File: config.mk
export PLATFORM = sky130hd
export DESIGN_NAME = binary_morphology_3x3
export DESIGN_NICKNAME = d
export VERILOG_FILES = /design/src/hdl/bm3_pkg.sv /design/src/hdl/binary_morphology_3x3.sv /design/src/hdl/bm3_ram.sv /design/src/hdl/bm3_cell.sv
export SDC_FILE = /design/constraint.sdc
export NUM_CORES = 2
export LEC_CHECK = 0
export BUFFER_PORTS_ARGS = -buffer_cell sky130_fd_sc_hd__clkbuf_2
export CORE_ASPECT_RATIO = 1.5
export CORE_UTILIZATION = 45
export DETAILED_ROUTE_END_ITERATION = 16
export PLACE_DENSITY_LB_ADDON = 0.2
export SYNTH_ARGS = -nofsm -noshare
export SYNTH_HDL_FRONTEND = slang
export SYNTH_SLANG_ARGS = --single-unit
export TNS_END_PERCENT = 50
File: constraint.sdc
create_clock -name clk -period 13.85 [get_ports clk]
set_clock_uncertainty 0.1 [all_clocks]
set_input_delay 1.385 -clock clk [delete_from_list [all_inputs] [get_ports clk]]
set_output_delay 1.385 -clock clk [all_outputs]
set_load 0.1 [all_outputs]
File: src/hdl/bm3_pkg.sv
`timescale 1ns / 1ps
`default_nettype none

package bm3_pkg;

  localparam int CFG_DATA_W  = 11;
  localparam int CFG_INDEX_W = 2;

  localparam logic [CFG_INDEX_W-1:0] REG_IMAGE_WIDTH  = 2'd0;
  localparam logic [CFG_INDEX_W-1:0] REG_IMAGE_HEIGHT = 2'd1;
  localparam logic [CFG_INDEX_W-1:0] REG_OP_MODE      = 2'd2;
  localparam logic [CFG_INDEX_W-1:0] REG_ELEMENT_MASK = 2'd3;

  localparam int CFG_RST_WIDTH  = 10;
  localparam int CFG_RST_HEIGHT = 10;
  localparam logic [8:0] CFG_RST_MASK = 9'd186;

  localparam logic OP_DILATE = 1'b0;
  localparam logic OP_ERODE  = 1'b1;

  localparam logic FUNC_PIXEL = 1'b0;
  localparam logic FUNC_DRAIN = 1'b1;

  localparam int OUT_DEPTH  = 3;
  localparam int OUT_PTR_W  = $clog2(OUT_DEPTH);
  localparam int OUT_CNT_W  = $clog2(OUT_DEPTH + 1);

  typedef struct packed {
    logic any;
    logic or_v;
    logic and_v;
  } bm3_part_t;

  typedef struct packed {
    logic pix;
    logic row_end;
    logic image_end;
  } bm3_res_t;

endpackage

`default_nettype wire

File: src/hdl/binary_morphology_3x3.sv
`timescale 1ns / 1ps
`default_nettype none

// Streaming 3x3 binary dilation or erosion. One word is accepted per clock while
// the output queue has room; each word is one pixel in raster order. The first
// result of an image comes with input word image_width+1, so after the last pixel
// image_width+1 drain words flush the rest; the last result carries image_end. A
// single dual-port line store of MAX_WIDTH entries holds the two previous rows and
// is read in the cycle before its write-back, and three column cells hold the
// window. Writing image_width or image_height restarts the image; op_mode and
// element_mask act at once.
module binary_morphology_3x3
  import bm3_pkg::*;
#(
  parameter int MAX_WIDTH  = 1024,
  parameter int MAX_HEIGHT = 1024
) (
  input  logic                   clk,
  input  logic                   rst,
  input  logic                   in_valid,
  output logic                   in_ready,
  input  logic                   func,
  input  logic                   pixel,
  output logic                   out_valid,
  input  logic                   out_ready,
  output logic                   result_pixel,
  output logic                   row_end,
  output logic                   image_end,
  input  logic                   cfg_valid,
  output logic                   cfg_ready,
  input  logic [CFG_INDEX_W-1:0] cfg_index,
  input  logic [CFG_DATA_W-1:0]  cfg_data
);

  localparam int CW  = $clog2(MAX_WIDTH);
  localparam int RW  = $clog2(MAX_HEIGHT);
  localparam int IRW = $clog2(MAX_HEIGHT + 2);
  localparam logic [CW-1:0] W_M1_RST =
    CW'(((CFG_RST_WIDTH > MAX_WIDTH) ? MAX_WIDTH : CFG_RST_WIDTH) - 1);
  localparam logic [RW-1:0] H_M1_RST =
    RW'(((CFG_RST_HEIGHT > MAX_HEIGHT) ? MAX_HEIGHT : CFG_RST_HEIGHT) - 1);

  logic [CW-1:0]  w_m1;
  logic [RW-1:0]  h_m1;
  logic           op_mode;
  logic [8:0]     element_mask;
  logic [CW-1:0]  cfg_w_m1;
  logic [RW-1:0]  cfg_h_m1;

  logic [CW-1:0]  in_col;
  logic [IRW-1:0] in_row;
  logic [CW-1:0]  out_col;
  logic [RW-1:0]  out_row;

  logic accept, beyond, has_out, last_in_col, last_out_col, last_img, pix_in;

  logic           s1_valid;
  logic           s1_pix;
  logic [CW-1:0]  s1_col;
  logic           s1_has_out;
  logic [2:0]     s1_row_ok;
  logic           s1_left_ok;
  logic           s1_right_ok;
  logic           s1_row_end;
  logic           s1_image_end;
  logic           byp;
  logic           byp_up;
  logic           byp_mid;

  logic [1:0]     ram_rdata;
  logic           rd_up, rd_mid;
  logic [2:0]     col_new;
  logic [2:0]     col_c1, col_c2;
  bm3_part_t      part0, part1, part2;
  logic           or_all, and_all, any_all, res_pix;

  bm3_res_t              fifo_mem [OUT_DEPTH];
  logic [OUT_PTR_W-1:0]  wr_ptr, rd_ptr;
  logic [OUT_CNT_W-1:0]  count;
  logic                  push, pop;

  assign cfg_ready = 1'b1;

  always_comb begin
    if (32'(cfg_data) > MAX_WIDTH) begin
      cfg_w_m1 = CW'(MAX_WIDTH - 1);
    end else if (cfg_data == '0) begin
      cfg_w_m1 = '0;
    end else begin
      cfg_w_m1 = CW'(cfg_data - CFG_DATA_W'(1));
    end
    if (32'(cfg_data) > MAX_HEIGHT) begin
      cfg_h_m1 = RW'(MAX_HEIGHT - 1);
    end else if (cfg_data == '0) begin
      cfg_h_m1 = '0;
    end else begin
      cfg_h_m1 = RW'(cfg_data - CFG_DATA_W'(1));
    end
  end

  always_comb begin
    accept       = in_valid && in_ready;
    last_in_col  = (in_col == w_m1);
    beyond       = (in_row > IRW'(h_m1));
    has_out      = (in_row != '0) && ((in_row != IRW'(1)) || (in_col != '0));
    last_out_col = (out_col == w_m1);
    last_img     = last_out_col && (out_row == h_m1);
    pix_in       = (func == FUNC_PIXEL) && pixel && !beyond;
  end

  always_comb begin
    rd_up   = byp ? byp_up  : ram_rdata[1];
    rd_mid  = byp ? byp_mid : ram_rdata[0];
    col_new = {s1_pix, rd_mid, rd_up};
  end

  bm3_ram #(
    .WIDTH (2),
    .DEPTH (MAX_WIDTH)
  ) u_line_store (
    .clk   (clk),
    .we    (s1_valid),
    .waddr (s1_col),
    .wdata ({rd_mid, s1_pix}),
    .re    (accept),
    .raddr (in_col),
    .rdata (ram_rdata)
  );

  bm3_cell u_cell2 (
    .clk     (clk),
    .shift   (s1_valid),
    .col_in  (col_new),
    .msk     ({element_mask[8], element_mask[5], element_mask[2]}),
    .ok      (s1_row_ok & {3{s1_right_ok}}),
    .col_out (col_c2),
    .part    (part2)
  );

  bm3_cell u_cell1 (
    .clk     (clk),
    .shift   (s1_valid),
    .col_in  (col_c2),
    .msk     ({element_mask[7], element_mask[4], element_mask[1]}),
    .ok      (s1_row_ok),
    .col_out (col_c1),
    .part    (part1)
  );

  bm3_cell u_cell0 (
    .clk     (clk),
    .shift   (s1_valid),
    .col_in  (col_c1),
    .msk     ({element_mask[6], element_mask[3], element_mask[0]}),
    .ok      (s1_row_ok & {3{s1_left_ok}}),
    .col_out (),
    .part    (part0)
  );

  always_comb begin
    or_all  = part0.or_v  | part1.or_v  | part2.or_v;
    and_all = part0.and_v & part1.and_v & part2.and_v;
    any_all = part0.any   | part1.any   | part2.any;
    res_pix = (op_mode == OP_ERODE) ? (and_all & any_all) : or_all;
  end

  assign push      = s1_valid && s1_has_out;
  assign pop       = out_valid && out_ready;
  assign out_valid = (count != '0);
  assign in_ready  = (({1'b0, count} + (OUT_CNT_W + 1)'(s1_valid))
                      < (OUT_CNT_W + 1)'(OUT_DEPTH));

  assign result_pixel = fifo_mem[rd_ptr].pix;
  assign row_end      = fifo_mem[rd_ptr].row_end;
  assign image_end    = fifo_mem[rd_ptr].image_end;

  always_ff @(posedge clk) begin
    if (rst) begin
      w_m1         <= W_M1_RST;
      h_m1         <= H_M1_RST;
      op_mode      <= OP_DILATE;
      element_mask <= CFG_RST_MASK;
      in_col       <= '0;
      in_row       <= '0;
      out_col      <= '0;
      out_row      <= '0;
      s1_valid     <= 1'b0;
      wr_ptr       <= '0;
      rd_ptr       <= '0;
      count        <= '0;
    end else begin
      s1_valid <= accept;
      if (accept) begin
        if (has_out && last_img) begin
          in_col  <= '0;
          in_row  <= '0;
          out_col <= '0;
          out_row <= '0;
        end else begin
          if (last_in_col) begin
            in_col <= '0;
            in_row <= in_row + IRW'(1);
          end else begin
            in_col <= in_col + CW'(1);
          end
          if (has_out) begin
            if (last_out_col) begin
              out_col <= '0;
              out_row <= out_row + RW'(1);
            end else begin
              out_col <= out_col + CW'(1);
            end
          end
        end
      end
      if (cfg_valid && cfg_ready) begin
        case (cfg_index)
          REG_IMAGE_WIDTH: begin
            w_m1    <= cfg_w_m1;
            in_col  <= '0;
            in_row  <= '0;
            out_col <= '0;
            out_row <= '0;
          end
          REG_IMAGE_HEIGHT: begin
            h_m1    <= cfg_h_m1;
            in_col  <= '0;
            in_row  <= '0;
            out_col <= '0;
            out_row <= '0;
          end
          REG_OP_MODE: begin
            op_mode <= cfg_data[0];
          end
          REG_ELEMENT_MASK: begin
            element_mask <= cfg_data[8:0];
          end
          default: begin
          end
        endcase
      end
      if (push) begin
        wr_ptr <= (wr_ptr == OUT_PTR_W'(OUT_DEPTH - 1)) ? '0 : wr_ptr + OUT_PTR_W'(1);
      end
      if (pop) begin
        rd_ptr <= (rd_ptr == OUT_PTR_W'(OUT_DEPTH - 1)) ? '0 : rd_ptr + OUT_PTR_W'(1);
      end
      if (push && !pop) begin
        count <= count + OUT_CNT_W'(1);
      end else if (pop && !push) begin
        count <= count - OUT_CNT_W'(1);
      end
    end
  end

  always_ff @(posedge clk) begin
    if (accept) begin
      s1_pix       <= pix_in;
      s1_col       <= in_col;
      s1_has_out   <= has_out;
      s1_row_ok    <= {out_row != h_m1, 1'b1, out_row != '0};
      s1_left_ok   <= (out_col != '0);
      s1_right_ok  <= !last_out_col;
      s1_row_end   <= last_out_col;
      s1_image_end <= last_img;
      // Same line store entry written back in this cycle: its read is stale.
      byp          <= s1_valid && (s1_col == in_col);
      byp_up       <= rd_mid;
      byp_mid      <= s1_pix;
    end
    if (push) begin
      fifo_mem[wr_ptr] <= '{pix: res_pix, row_end: s1_row_end, image_end: s1_image_end};
    end
  end

  assert property (@(posedge clk) disable iff (rst)
    (push && !pop) |-> (count != OUT_CNT_W'(OUT_DEPTH)))
    else $error("Output queue overflow.");

  assert property (@(posedge clk) disable iff (rst)
    (accept && has_out && last_img) |=>
      (in_col == '0 && in_row == '0 && out_col == '0 && out_row == '0))
    else $error("Counters did not restart after the last result of the image.");

  assert property (@(posedge clk) disable iff (rst)
    (out_valid && image_end) |-> row_end)
    else $error("Image end without row end.");

  assert property (@(posedge clk) disable iff (rst)
    in_row <= (IRW'(h_m1) + IRW'(2)))
    else $error("Input row counter ran past the image.");

endmodule

`default_nettype wire

File: src/hdl/bm3_ram.sv
`timescale 1ns / 1ps
`default_nettype none

module bm3_ram #(
  parameter int WIDTH = 2,
  parameter int DEPTH = 1024
) (
  input  logic                     clk,
  input  logic                     we,
  input  logic [$clog2(DEPTH)-1:0] waddr,
  input  logic [WIDTH-1:0]         wdata,
  input  logic                     re,
  input  logic [$clog2(DEPTH)-1:0] raddr,
  output logic [WIDTH-1:0]         rdata
);

  logic [WIDTH-1:0] mem [DEPTH];

  always_ff @(posedge clk) begin
    if (we) begin
      mem[waddr] <= wdata;
    end
    if (re) begin
      rdata <= mem[raddr];
    end
  end

endmodule

`default_nettype wire

File: src/hdl/bm3_cell.sv
`timescale 1ns / 1ps
`default_nettype none

module bm3_cell
  import bm3_pkg::*;
(
  input  logic       clk,
  input  logic       shift,
  input  logic [2:0] col_in,
  input  logic [2:0] msk,
  input  logic [2:0] ok,
  output logic [2:0] col_out,
  output bm3_part_t  part
);

  logic [2:0] col;

  always_ff @(posedge clk) begin
    if (shift) begin
      col <= col_in;
    end
  end

  assign col_out = col;

  // The partial terms describe the column as it stands after this shift.
  always_comb begin
    part.any   = |msk;
    part.or_v  = |(msk & ok & col_in);
    part.and_v = &(~msk | (ok & col_in));
  end

endmodule

`default_nettype wire

======== Word level (Yosys, flattened, before mapping) ========
Memory sizes are Yosys's and may differ from the RTL's. A register that Yosys moved wholly into a read port is not among the register bits.
Cells that the tools add are included.
cells by class
  multipliers ............................. 0
  reduce and logical (&&, ||, !) cells .... 38
  eq/ne operators ......................... 11
  shifts and indexed selects .............. 0
  add/sub/neg operators ................... 10
  bitwise logic cells ..................... 25
  order comparisons ....................... 3
  muxes and demuxes ....................... 37
  div/mod/pow operators ................... 0
operators by type and width
  cell                     number
  $mux W10                 19
  $mux W11                 5
  $eq A10 B10 Y1           4
  $and A3 B3 Y3            11
  $add A10 B1 Y10 const B  3
  $reduce_bool A10 Y1      3
  $reduce_or A3 Y1         6
  $mux W2                  6
  $add A11 B1 Y11 const B  1
  $gt A11 B10 Y1           1
  $gt A11 B11 Y1 const B   1
  $logic_and A1 B1 Y1      11
  $logic_not A11 Y1        1
  $ne A11 B1 Y1 const B    1
  $reduce_bool A11 Y1      1
  $ne A10 B10 Y1           1
  $sub A10 B1 Y10 const B  1
  $not A3 Y3               3
  $or A3 B3 Y3             3
  $reduce_and A3 Y1        3
  $eq A2 B2 Y1 const B     4
  $reduce_and A2 Y1        4
  $mux W1                  7
  $add A2 B1 Y2 const B    3
  12 further kinds         21
word-level totals
  logic and storage cells ................. 151
  memory bits (read-only) ................. 0
  output and inout port bits .............. 6
  bits of input ports ..................... 20
  bits in registers ....................... 105
  bits in writable memories ............... 2057
  latch bits .............................. 0
  memories ................................ 2
memories
  memory            words  bits a word  read ports  clocked after Yosys merged registers in  wr ports  line                         RTL
  u_line_store.mem  1024   2            1           1                                        1         bm3_ram.sv:17                logic [WIDTH-1:0] mem [DEPTH];
  fifo_mem          3      3            1           1                                        1         binary_morphology_3x3.sv:77  bm3_res_t fifo_mem [OUT_DEPTH];

======== Longest topological paths before layout ========
  word-level depth ........................ 8
  depth in mapped cells ................... 16
  gate-level depth less buffers ........... 11

======== Hierarchy ========
From an unflattened synthesis, not the netlist that was laid out.
second synthesis, totals
  cell total of the unflattened synthesis .. 5443
  area, all modules ....................... 89729.8 um2
modules (own cells, without submodules)
  module                 sequential area each (um2)  instances  area an instance (um2)  cells each
  bm3_ram                61559.0                     1          83777.8                 4793
  binary_morphology_3x3  2502.4                      1          5539.1                  614
  bm3_cell               90.1                        3          137.6                   12

======== Worst setup path before layout ========
OpenSTA, ideal clock, no wires.
  path kind ............................... register to register
  start ................................... reg s1_pix
  end ..................................... reg byp_mid, data pin
  path slack .............................. -984 ps
  path buffers ............................ 0
  stages on the path, launching flop included .. 1
  period minus slack after synthesis ...... 14834 ps
  required time ........................... 11071 ps
  library setup time ...................... 2679 ps
  arrival time ............................ 12055 ps
  cell sequence ........................... edfxtp_1
RTL lines
  element                   line                          RTL
  start: declaration        binary_morphology_3x3.sv:58   logic s1_pix;
  start signal: assignment  binary_morphology_3x3.sv:258  s1_pix <= pix_in;
  end signal: assignment    binary_morphology_3x3.sv:269  byp_mid <= s1_pix;
  end: declaration          binary_morphology_3x3.sv:68   logic byp_mid;
No word-level cell between the ends.

==> flow_metrics.py <==
metrics = {
    "clocking": {
        "hold_buffers": 0,
        "cts_num_sinks": 2166,
        "post_cts_buffers": 0,
        "clockBufferDepth": 4,
        "cts_tree": "built",
        "cts_root_buf": "clkbuf_16",
        "cts_buffers": 202,
        "cts_resized": 0,
        "clk_latency_ns": 0.86,
        "path_clk_slew_ns": 0.07,
        "htreeDepth": 4,
    },
    "place": {
        "port-buffer-count": 24,
        "placed_area_mm2": 0.09218,
        "hpwlAfterDp_um": 148500,
        "place_congestion": 0.8443,
    },
    "grt": {
        "grt_max_degree": 248,
        "antenna_found_initial": 7,
        "grt_pass1_wl_um": 372200,
        "gr-total-overflow": 0,
        "grt_pass1_vias": 50770,
        "track_usage_pct": 26.12,
    },
    "power": {
        "power.density_mw_per_mm2": 143.0,
        "vdd_drop_max_uv": 105.0,
        "leakagePower_nw": 29.39,
    },
    "synthesis": {
        "synth_nets": 5380,
        "syn_inst": 5336,
        "ys_seq_area_share_pct": 71.88,
        "synth_top_area_share_pct": 70.09,
        "synth_top_flop_cell": "edfxtp_1",
        "synth_cell_types": 72,
        "synth_area_leader_cell": "edfxtp_1",
        "ys_ff_latch": 2166,
        "synth.avg_cell_area_um2": 16.75,
        "synthTopCellsByArea": "edfxtp_1 70%, mux4_2 12%, nor2_1 4.8%, dfxtp_1 1.8%, mux2i_1 1.8%",
        "ys_warn_count": 0,
        "synthArstFlopShare_pct": 0,
        "synth_area_mm2": 0.08937,
        "netlist_top_cells_count": "2086 x edfxtp_1, 1133 x nor2_1, 493 x mux4_2",
        "synth_most_common_cell": "edfxtp_1",
        "synth_edf_count": 2086,
    },
    "final_layout": {
        "drive_gt1_share_pct": 18.42,
        "fin_area_mm2": 0.09850,
        "finalNetCount": 5332,
        "fillers": 16470,
        "area_growth_pct": 10.22,
    },
    "die": {
        "die_h_um": 547.8,
        "row_count": 200,
        "initial_core_util_pct": 45.21,
        "num_io_pins": 26,
        "dieArea_mm2": 0.2004,
        "die_x_um": 365.9,
        "core_mm2": 0.1977,
    },
    "hold_path": {
        "min_path_type": "register to register",
    },
    "critical_path": {
        "crit_chain": "buf_12 > buf_4 > mux4_2 > mux2_2 > o21ai_0 > a211oi_1 > o221ai_1 > nand2_1 > o21ai_0 > o2111ai_1",
        "cp_common_cell": "o21ai_0",
        "cp_slowest_cell": "buf_4",
        "crit_buf_inv": 2,
        "required_ns": 14.32,
        "max_stage_delay_ns": 0.84,
        "path_class": "register to register",
        "cp-end-kind": "register",
        "cp.arrival_ns": 5.86,
        "cp-start-kind": "register",
        "path_max_fanout": 96,
        "crit_family": "compound AO/OA/AOI/OAI gates",
    },
    "status": {
        "status": "finished clean",
    },
    "drt": {
        "vias": 49730,
        "wirelength_um": 264500,
        "wl_per_cell_um": 32.79,
        "firstDrtPassIters": 8,
        "drtIter0Drc": 5775,
        "via_per_inst": 6.164,
        "antenna_left": 0,
        "drc": 0,
    },
    "flow_run": {
        "drv_cap": 0,
    },
    "timing": {
        "slew_headroom_pct": 12.70,
        "hold_viol": 0,
        "period_needed_ns": 5.388,
        "max_slew.worst_pin.slew_ns": 1.306,
        "post-route-period-util_pct": 38.90,
        "tns_ns": 0,
        "max_freq_mhz": 185.6,
        "drv_slew": 0,
        "setup_viol": 0,
        "rsz0062_at_grt": "false",
    },
}
path summary, 6_finish.rpt:
path | slack (ns) | depth (start not counted) | endpoint | startpoint
worst max-delay path | 8.46 | 10 | u_line_store.rdata[1]$_DFFE_PN_ | in_col[0]$_SDFF_PP0_
worst min-delay path | 0.39 | 0 | fifo_mem[2][1]$_DFFE_PP_ | s1_row_end$_DFFE_PN_
worst max register to register | 8.46 | 10 | u_line_store.rdata[1]$_DFFE_PN_ | in_col[0]$_SDFF_PP0_
worst min register to register | 0.39 | 0 | fifo_mem[2][1]$_DFFE_PP_ | s1_row_end$_DFFE_PN_
placed cells by master, fill, tap and decap left out, types with 9 or more instances in the layout:
cell type,count
o21ai_0,54
buf_4,137
nand2_1,223
ha_1,24
inv_1,33
xnor2_1,43
nand2_2,10
mux4_1,9
bufinv_16,19
nand2b_1,9
nor2b_1,10
a22oi_1,37
o221ai_1,10
clkinv_1,36
nand3_1,41
and3_1,11
clkinv_2,35
clkbuf_1,50
nor4_1,14
a2111oi_0,15
edfxtp_1,2086
a32oi_1,9
a31oi_1,14
and2_1,9
a211oi_1,18
xor2_1,37
nor2_1,1127
clkbuf_2,24
nand4_1,23
a21oi_1,77
nand3_4,21
a221oi_1,26
clkbuf_16,206
o22ai_1,34
dfxtp_1,71
mux2i_1,160
a22o_1,11
nor3_1,30
mux4_2,493
per-stage QoR:
stage                     worst slack, ns  total power [mW]  utilization, %  hold WS [ns]  cells
after floorplan                   -0.9838             8.578               -        0.3029   5336
after global placement              8.421             8.745           46.63        0.3690   7710
after detailed placement            8.439             8.761           46.63        0.3820   7710
after CTS                           8.411             14.16           49.83        0.3920   8065
after global routing                8.152             14.44           49.83        0.4112   8067
final                               8.462             14.09           49.83        0.3887   8067
kinds of logic (layout without fill, tap and decap cells):
logic type | Yosys count | after routing | share of synthesized area, %
mux | 666 | 666 | 14.53
compound gates | 357 | 357 | 2.708
other cells | 1 | 3 | 0.004196
flops | 2166 | 2166 | 71.88
fa+ha+maj | 25 | 25 | 0.3472
simple gates | 1584 | 1584 | 7.192
xor+xnor | 80 | 80 | 0.7840
buf+inv | 457 | 560 | 2.551
layer usage:
metal / up-vias / global-route usage, % / share of wire (%)
met5: - / 0 / 0.0045
met4: 2 / 12.57 / 5.5
met2: 2151 / 45.41 / 51
li1: 20520 / - / -
met1: 26520 / 32.36 / 37
met3: 530 / 3.280 / 6.7
state kept, by name, summed over array words and instances (netlist names), 10 cells and up, named ones only:
| register | flops |
|---|---|
| u_line_store.mem | 2048 |
| in_row | 11 |
| h_m1 | 10 |
| in_col | 10 |
| out_col | 10 |
| out_row | 10 |
| s1_col | 10 |
| w_m1 | 10 |
report_power, final:
group | internal [mW] | total [mW] | leakage, nW | switching [mW]
Sequential | 7.43 | 7.48 | 19.5 | 0.0416
Combinational | 0.347 | 1.14 | 6.82 | 0.789
Clock | 3.08 | 5.48 | 3.09 | 2.40
Total | 10.9 | 14.1 | 29.4 | 3.23
area by class of cell:
cell class	count	area, µm²	area share [%]
inverters	38	147.6	0.1499
flip-flops and latches	2166	64270	65.24
clock buffers	258	5370	5.452
diodes	2	5.005	0.005081
well taps	2626	3286	3.336
repair buffers	167	1269	1.288
clock inverters	97	948.4	0.9628
multi-input cells	2713	23210	23.57
Power figures use the tool's default switching activity.
